==> config.mk <==
export PLATFORM = sky130hd
export DESIGN_NAME = command_frame_receiver_crc8_unit
export DESIGN_NICKNAME = d
export VERILOG_FILES = /design/src/cfr_pkg.sv /design/src/cfr_parser.sv /design/src/command_frame_receiver_crc8_unit.sv
export SDC_FILE = /design/constraint.sdc
export NUM_CORES = 1
export LEC_CHECK = 0
export ABC_CLOCK_PERIOD_IN_PS = 7000
export BUFFER_PORTS_ARGS = -buffer_cell sky130_fd_sc_hd__buf_2
export CAP_MARGIN = 20
export CORE_AREA = 2 2 123 125
export DETAILED_ROUTE_END_ITERATION = 6
export DIE_AREA = 0 0 125 127
export PLACE_DENSITY_LB_ADDON = 0.05
export SLEW_MARGIN = 20
export SYNTH_ARGS = -nofsm -noshare
export SYNTH_HDL_FRONTEND = slang
export SYNTH_SLANG_ARGS = --single-unit
==> constraint.sdc <==
create_clock -name clk -period 7 [get_ports clk]
set_clock_uncertainty 0.05 [all_clocks]
set_input_delay 0.7 -clock clk [delete_from_list [all_inputs] [get_ports clk]]
set_output_delay 0.7 -clock clk [all_outputs]
set_load 0.01 [all_outputs]
==> src/cfr_pkg.sv <==
// ----------------------------------------------------------------------------
// cfr_pkg
// Frame constants, command and result codes, and the CRC-8 step.
// ----------------------------------------------------------------------------
package cfr_pkg;

    localparam logic [7:0] HDR_BYTE = 8'hAA;
    localparam logic [7:0] TAIL_ONE = 8'hFF;
    localparam logic [7:0] TAIL_TWO = 8'hEE;
    localparam logic [7:0] CRC_POLY = 8'h07;
    localparam int         STORE_LEN = 9;

    // Command byte codes
    localparam logic [7:0] CMD_ARM    = 8'h02;
    localparam logic [7:0] CMD_GIMBAL = 8'h03;
    localparam logic [7:0] CMD_VALVE  = 8'h04;
    localparam logic [7:0] CMD_ANSWER = 8'h05;
    localparam logic [7:0] CMD_PUMP   = 8'h06;

    // Result kind codes
    localparam logic [1:0] KIND_ARM    = 2'd0;
    localparam logic [1:0] KIND_GIMBAL = 2'd1;
    localparam logic [1:0] KIND_VALVE  = 2'd2;
    localparam logic [1:0] KIND_PUMP   = 2'd3;

    typedef struct packed {
        logic        hit;
        logic [1:0]  command_kind;
        logic [1:0]  target_index;
        logic [31:0] first_word;
        logic [31:0] second_word;
        logic        switch_state;
    } cfr_result_t;

    // One byte through the MSB-first CRC-8 shift register.
    function automatic logic [7:0] crc8_step(input logic [7:0] crc, input logic [7:0] b);
        logic [7:0] c;
        c = crc ^ b;
        for (int k = 0; k < 8; k++)
        begin
            c = c[7] ? ({c[6:0], 1'b0} ^ CRC_POLY) : {c[6:0], 1'b0};
        end
        return c;
    endfunction

    // Payload length of a command; zero marks an unknown command.
    function automatic logic [3:0] cmd_len(input logic [7:0] cmd);
        logic [3:0] len;
        case (cmd)
            CMD_ARM:    len = 4'd9;
            CMD_GIMBAL: len = 4'd9;
            CMD_VALVE:  len = 4'd2;
            CMD_PUMP:   len = 4'd5;
            CMD_ANSWER: len = 4'd3;
            default:    len = 4'd0;
        endcase
        return len;
    endfunction

endpackage

==> src/cfr_parser.sv <==
// ----------------------------------------------------------------------------
// cfr_parser
// Frame state machine, payload store, running CRC and command decode.
// ----------------------------------------------------------------------------
module cfr_parser (
    input  logic                clk,
    input  logic                rst_n,
    input  logic                step,
    input  logic [7:0]          rx_byte,
    output cfr_pkg::cfr_result_t result
);
    import cfr_pkg::*;

    typedef enum logic [2:0] {
        PH_HEADER = 3'd0,
        PH_CMD    = 3'd1,
        PH_DATA   = 3'd2,
        PH_TAIL1  = 3'd3,
        PH_TAIL2  = 3'd4,
        PH_CRC    = 3'd5
    } phase_t;

    phase_t     phase_reg, phase_next;
    logic [7:0] cmd_reg, cmd_next;
    logic [3:0] wpos_reg, wpos_next;
    logic [3:0] left_reg, left_next;
    logic [7:0] crc_reg, crc_next;
    logic [7:0] store_reg [STORE_LEN];
    logic       store_we;
    logic [3:0] len;
    logic [7:0] want;
    logic [7:0] p0;

    always_comb
    begin
        phase_next = phase_reg;
        cmd_next   = cmd_reg;
        wpos_next  = wpos_reg;
        left_next  = left_reg;
        crc_next   = crc_reg;
        store_we   = 1'b0;
        len        = cmd_len(rx_byte);
        want       = (phase_reg == PH_TAIL1) ? TAIL_ONE : TAIL_TWO;
        if (step)
        begin
            case (phase_reg)
                PH_HEADER:
                begin
                    if (rx_byte == HDR_BYTE)
                    begin
                        phase_next = PH_CMD;
                        wpos_next  = 4'd0;
                        crc_next   = crc8_step(8'h00, HDR_BYTE);
                    end
                end
                PH_CMD:
                begin
                    if (len == 4'd0)
                    begin
                        phase_next = PH_HEADER;
                        wpos_next  = 4'd0;
                    end
                    else
                    begin
                        cmd_next   = rx_byte;
                        left_next  = len;
                        crc_next   = crc8_step(crc_reg, rx_byte);
                        phase_next = PH_DATA;
                    end
                end
                PH_DATA:
                begin
                    if (wpos_reg < 4'(STORE_LEN) && left_reg != 4'd0)
                    begin
                        store_we  = 1'b1;
                        wpos_next = wpos_reg + 4'd1;
                        crc_next  = crc8_step(crc_reg, rx_byte);
                    end
                    if (left_reg <= 4'd1)
                    begin
                        left_next  = 4'd0;
                        phase_next = PH_TAIL1;
                    end
                    else
                    begin
                        left_next = left_reg - 4'd1;
                    end
                end
                PH_TAIL1, PH_TAIL2:
                begin
                    if (rx_byte == want)
                    begin
                        crc_next   = crc8_step(crc_reg, rx_byte);
                        phase_next = (phase_reg == PH_TAIL1) ? PH_TAIL2 : PH_CRC;
                    end
                    else if (rx_byte == HDR_BYTE)
                    begin
                        phase_next = PH_CMD;
                        wpos_next  = 4'd0;
                        crc_next   = crc8_step(8'h00, HDR_BYTE);
                    end
                    else
                    begin
                        phase_next = PH_HEADER;
                        wpos_next  = 4'd0;
                    end
                end
                default:
                begin
                    // CRC byte and unused codes both end in the hunt
                    phase_next = PH_HEADER;
                    wpos_next  = 4'd0;
                end
            endcase
        end
    end

    always_ff @(posedge clk or negedge rst_n)
    begin
        if (!rst_n)
        begin
            phase_reg <= PH_HEADER;
            cmd_reg   <= 8'h00;
            wpos_reg  <= 4'd0;
            left_reg  <= 4'd0;
            crc_reg   <= 8'h00;
        end
        else
        begin
            phase_reg <= phase_next;
            cmd_reg   <= cmd_next;
            wpos_reg  <= wpos_next;
            left_reg  <= left_next;
            crc_reg   <= crc_next;
        end
    end

    always_ff @(posedge clk)
    begin
        if (store_we)
        begin
            store_reg[wpos_reg] <= rx_byte;
        end
    end

    // Decode on the CRC byte
    assign p0 = store_reg[0];

    always_comb
    begin
        result = '0;
        if (step && phase_reg == PH_CRC && rx_byte == crc_reg)
        begin
            case (cmd_reg)
                CMD_ARM:
                begin
                    result.hit          = (p0 <= 8'd3);
                    result.command_kind = KIND_ARM;
                    result.target_index = p0[1:0];
                    result.first_word   = {store_reg[4], store_reg[3], store_reg[2], store_reg[1]};
                    result.second_word  = {store_reg[8], store_reg[7], store_reg[6], store_reg[5]};
                end
                CMD_GIMBAL:
                begin
                    result.hit          = 1'b1;
                    result.command_kind = KIND_GIMBAL;
                    result.first_word   = {store_reg[4], store_reg[3], store_reg[2], store_reg[1]};
                    result.second_word  = {store_reg[8], store_reg[7], store_reg[6], store_reg[5]};
                end
                CMD_VALVE:
                begin
                    result.hit          = (p0 < 8'd4);
                    result.command_kind = KIND_VALVE;
                    result.target_index = p0[1:0];
                    result.switch_state = store_reg[1][0];
                end
                CMD_PUMP:
                begin
                    result.hit          = 1'b1;
                    result.command_kind = KIND_PUMP;
                    if (p0 != 8'd0)
                    begin
                        result.first_word   = {store_reg[4], store_reg[3], store_reg[2], store_reg[1]};
                        result.switch_state = 1'b1;
                    end
                end
                default:
                begin
                    result = '0;
                end
            endcase
        end
    end

endmodule

==> src/command_frame_receiver_crc8_unit.sv <==
// ----------------------------------------------------------------------------
// command_frame_receiver_crc8_unit
// Byte-serial command frame receiver with CRC-8 check and command decode.
// ----------------------------------------------------------------------------
//
//   channel  handshake             payload
//   -------  --------------------  ---------------------------------------
//   rx       rx_valid / rx_ready   rx_byte
//   cmd      cmd_valid / cmd_ready command_kind, target_index, first_word,
//                                  second_word, switch_state
//
// One byte per cycle sustained while commands are taken. A request lands
// in the input register at its accepting edge; once the output slot is
// free the parser steps its state, CRC and decode and loads any command
// into the output register, from which it is offered.
// Reset clears the input and output valid bits and the parser state; the
// payload store needs no clearing since each frame writes what it decodes.
// A stalled command holds in the output register; the parser stops only
// when it has a byte and the output register is full and not taken.
// ----------------------------------------------------------------------------
module command_frame_receiver_crc8_unit (
    input  logic        clk,
    input  logic        rst_n,
    input  logic        rx_valid,
    output logic        rx_ready,
    input  logic [7:0]  rx_byte,
    output logic        cmd_valid,
    input  logic        cmd_ready,
    output logic [1:0]  command_kind,
    output logic [1:0]  target_index,
    output logic [31:0] first_word,
    output logic [31:0] second_word,
    output logic        switch_state
);
    import cfr_pkg::*;

    logic        in_valid_reg, in_valid_next;
    logic [7:0]  in_byte_reg;
    logic        advance;
    logic        out_valid_reg, out_valid_next;
    cfr_result_t out_reg;
    cfr_result_t result;

    // Step the parser whenever a byte is held and the output slot frees up
    assign advance  = in_valid_reg && (!out_valid_reg || cmd_ready);
    assign rx_ready = !in_valid_reg || advance;

    cfr_parser u_parser (
        .clk     (clk),
        .rst_n   (rst_n),
        .step    (advance),
        .rx_byte (in_byte_reg),
        .result  (result)
    );

    always_comb
    begin
        in_valid_next = in_valid_reg;
        if (rx_ready)
        begin
            in_valid_next = rx_valid;
        end
        out_valid_next = out_valid_reg;
        if (advance)
        begin
            out_valid_next = result.hit;
        end
        else if (cmd_ready)
        begin
            // drop the command once taken
            out_valid_next = 1'b0;
        end
    end

    always_ff @(posedge clk or negedge rst_n)
    begin
        if (!rst_n)
        begin
            in_valid_reg  <= 1'b0;
            out_valid_reg <= 1'b0;
        end
        else
        begin
            in_valid_reg  <= in_valid_next;
            out_valid_reg <= out_valid_next;
        end
    end

    // Payload registers: hold the byte and the command, no reset
    always_ff @(posedge clk)
    begin
        if (rx_valid && rx_ready)
        begin
            in_byte_reg <= rx_byte;
        end
        if (advance && result.hit)
        begin
            out_reg <= result;
        end
    end

    assign cmd_valid    = out_valid_reg;
    assign command_kind = out_reg.command_kind;
    assign target_index = out_reg.target_index;
    assign first_word   = out_reg.first_word;
    assign second_word  = out_reg.second_word;
    assign switch_state = out_reg.switch_state;

endmodule

==> impl_summary.md <==
Synth
Of the total synthesized cell area, the portion taken by full adders, half adders and majority gates is 0.0175. The main combinational cell family by area after synthesis is simple AND/OR/NAND/NOR gates. Summing every instance area after synthesis gives between 7000 and 8000 µm². The count of flip-flops with a built-in enable after synthesis is about 150. Of the total synthesized cell area, the portion taken by XOR and XNOR cells is 0.0294. The count of warnings emitted by yosys is 0.

The compound-gate portion of the synthesized area is 0.0581. After synthesis, the share of flip-flops with an asynchronous set or reset is 0.163. Synthesis handed over a netlist of between 400 and 500 instances. The synthesized netlist net count is approximately 470. The synthesized area per cell is ~16 µm². Of the post-synthesis cell area, the part taken by muxes is 0.00472. The most used flip-flop cell after synthesis is sky130_fd_sc_hd__edfxtp_1. The flop and latch count out of synthesis is 178. The area fraction in and, or, nand and nor cells after synthesis is 0.140. For this run, the register share of the synthesized area comes to 0.727. In this run, distinct cell masters in the synthesized netlist total slightly below 60.

Worst hold path
The class of the tightest hold or removal check is input port to asynchronous set/reset pin.

Clocking
The clock-pin slew on the worst setup and hold paths is about 0.07 ns. The number of clock buffers inserted by TritonCTS is 17. The H-tree depth reported by CTS is 4.

The clock reaches the later pin of the worst-skew pair after ~0.42 ns. Clock tree synthesis found a total of around 180 sinks. TritonCTS built the clock tree. The buffer depth of the longest clock path is 2. The clock tree root driver cell is sky130_fd_sc_hd__clkbuf_16.

The count of cells resized by post-cts repair is 0. The post-CTS repair timing setup buffer count is 0. Buffers inserted to repair hold after CTS numbered 0.

Floorplan
The initial cell density of the core is 0.496. Row generation in the floorplan step produced 44 rows. The floorplan step defined a die boundary enclosing between 15000 and 20000 µm². The die is roughly 130 µm wide. The area of the core is around 14000 µm². In this run the vertical extent of the chip is around 130 µm. For this design the top-level I/O count stands at 83.

Worst setup path
STA classifies the critical path endpoint as a flip-flop. The critical path startpoint category is a flip-flop. The critical path data required time is about 7.0 ns. Of all nets on the critical path, the largest fanout is 40. The critical path is of the flip-flop to flip-flop type. For the worst setup path, the data arrival time is about 3.3 ns.

Detailed routing
The routed wire length per instance is roughly 17 µm. The number of design rule violations left after detail routing is 0. The length of routed wiring on met1 is between 5000 and 6000 µm.

The via count is 3875. The number of nets with antenna violations after detailed routing is 0. Dividing the detail-routed via count by the number of cells gives roughly 5.2. The met2 wire length is between 6000 and 7000 µm.

The DRC marker count from the first detailed-route iteration is around 250. The detailed router used layers up to and including met4. The pre-antenna-repair detailed-routing pass consisted of 4 iterations. Summed over all layers, the routed wires come to 12900 µm. Summed over all nets, wire length on met3 after detailed routing comes to ~600 µm.

Global route
Global routing finished with a remaining overflow of 0. The number of global-route vias before repair is between 3000 and 4000. The number of antenna violations at the first check in global routing was 0. Across every metal layer, demand over resource in global routing totals 0.175. The global-route wire length before repair is between 20000 and 25000 µm. The pin count of the biggest net entering global routing is 41.

Pwr
The worst-case IR drop observed on VDD is between 150 and 200 µV. The areal power density over the cells is between 300 and 400 nW/µm². The static power due to leakage is about 0.0028 µW.

Cells and area
Relative to the synthesized area, the layout overhead comes to 15.7%. The net count of the finished layout is 564. The antenna diode count is 0. The count of fill cells added during filler insertion is around 1200. In the final layout, the share of cells above drive strength 1 is 0.247. The register with the most flip-flops in the layout has between 70 and 80 of them.

STA
The tightest hold path in the finished design has a slack of 0.261 ns. The max-slew violation total from the final report is 0. The highest clock rate is ~300 MHz.

The total count of hold-check failures in the final report is 0. After layout, the minimum clock period comes to about 3.3 ns. Setup violations remaining at the end of the flow were counted as 0. The relative slew slack is 0.342. Setup repair after global routing left no endpoint under its margin. For the pin with the worst max-slew slack, the measured transition is slightly below 1 ns.

The setup total negative slack is 0 ns. The fraction of the cycle the final worst path needs is 0.475.

Placement
Buffers placed on the I/O ports in this run total 82. The congestion estimate from routability-driven global placement came to about 0.84. After legalization and detailed placement, the total HPWL measured roughly 8000 µm.

Flow run
Across the run, the number of max-cap violations was 0.

Outcome
The flow ran to the end, and the final reports show no timing, DRC or antenna violations.
## area by class of cell
| class | count | area, µm² | share of cell area |
|---|---|---|---|
| Inverter | 13 | 48.8 | 0.00590 |
| Sequential cell | 178 | 5200 | 0.629 |
| Clock inverter | 15 | 124 | 0.0150 |
| Multi-Input combinational cell | 246 | 1800 | 0.218 |
| Timing Repair Buffer | 86 | 440 | 0.0532 |
| Clock buffer | 17 | 425 | 0.0514 |
| Tap cell | 184 | 230 | 0.0278 |
## critical path, stage by stage (launching register included)
cell,delay (ns)
sky130_fd_sc_hd__edfxtp_1,0.63
sky130_fd_sc_hd__xnor2_1,0.48
sky130_fd_sc_hd__ha_1,0.21
sky130_fd_sc_hd__nor4b_1,0.42
sky130_fd_sc_hd__nand4_4,0.26
sky130_fd_sc_hd__a2111oi_4,0.40
sky130_fd_sc_hd__buf_4,0.48
## worst paths after layout
check,start,end,slack (ns),depth (start not counted)
hold reg to reg,u_parser.cmd_reg[7],u_parser.cmd_reg[7],0.44,1
setup reg to reg,in_byte_reg[7],first_word[24],3.67,6
max in group asynchronous,rst_n,in_valid_reg,6.20,1
setup / recovery,in_byte_reg[7],first_word[24],3.67,6
min in group clk,rx_byte[3],in_byte_reg[3],0.40,1
hold / removal,rst_n,u_parser.cmd_reg[4],0.26,1
## placed cells by master, fill, tap and decap left out, drive strengths merged, types with 7 or more instances in the layout
cell and count:
edfxtp 149, buf 86, and2 77, dfrtp 29, xnor2 21, inv 21
clkbuf 17, nor2 12, nand2 10, ha 10, nor3 10, nand3 9
nand2b 7, nor3b 7, o21ai 7
## synthesized netlist by cell type (all sizes together), types with 3 or more instances
cell,count,share of area
a211oi,3,0.0056
a21oi,4,0.0028
a22o,4,0.0049
a2bb2oi,5,0.0061
and2,77,0.067
and3,5,0.0044
buf,13,0.015
dfrtp,29,0.10
edfxtp,149,0.63
ha,10,0.017
inv,13,0.0068
mux2,3,0.0047
nand2,10,0.0052
nand2b,7,0.0061
nand3,9,0.0063
nor2,12,0.0063
nor3,10,0.0077
nor3b,7,0.010
nor4,5,0.0065
nor4b,3,0.0037
o21ai,7,0.0049
o22ai,3,0.0026
o31ai,3,0.0031
o41ai,3,0.0037
or3,3,0.0026
or4,3,0.0031
xnor2,21,0.026
xor2,3,0.0037
## routing by layer
layer | track usage | vias to the layer above
met1 | 0.224 | 1899
met5 | 0 | -
li1 | - | 1846
met2 | 0.282 | 109
met4 | 0.0739 | 0
met3 | 0.0511 | 21
## stage by stage
step | utilization | power [µW] | cell area (µm²) | instances | setup WS [ns]
after global placement | 0.535 | 1820 | 7720 | 707 | 3.76
after CTS | 0.573 | 2700 | 8270 | 739 | 3.57
final | 0.573 | 2680 | 8270 | 739 | 3.67
after global routing | 0.573 | 2820 | 8270 | 739 | 3.34
after floorplan | - | 1710 | 7150 | 452 | 0.394
after detailed placement | 0.535 | 1830 | 7720 | 707 | 3.59
## report_power, final
| part | switching, µW | leakage (µW) | total (µW) | internal (µW) |
|---|---|---|---|---|
| logic | 282 | 0.000925 | 513 | 231 |
| clock network | 413 | 0.000267 | 878 | 465 |
| registers | 81.9 | 0.00158 | 1290 | 1210 |
| total | 776 | 0.00277 | 2680 | 1910 |
## cell families (layout without fill, tap and decap cells)
logic type	Yosys count	after routing
adder cells (fa/ha/maj)	10	10
AND/OR/NAND/NOR	158	158
buffers and inverters	28	131
XOR/XNOR	24	24
multiplexers	3	3
flip-flops	178	178
AO/OA/AOI/OAI	51	51
No activity file was read; power rests on OpenSTA's default activity.
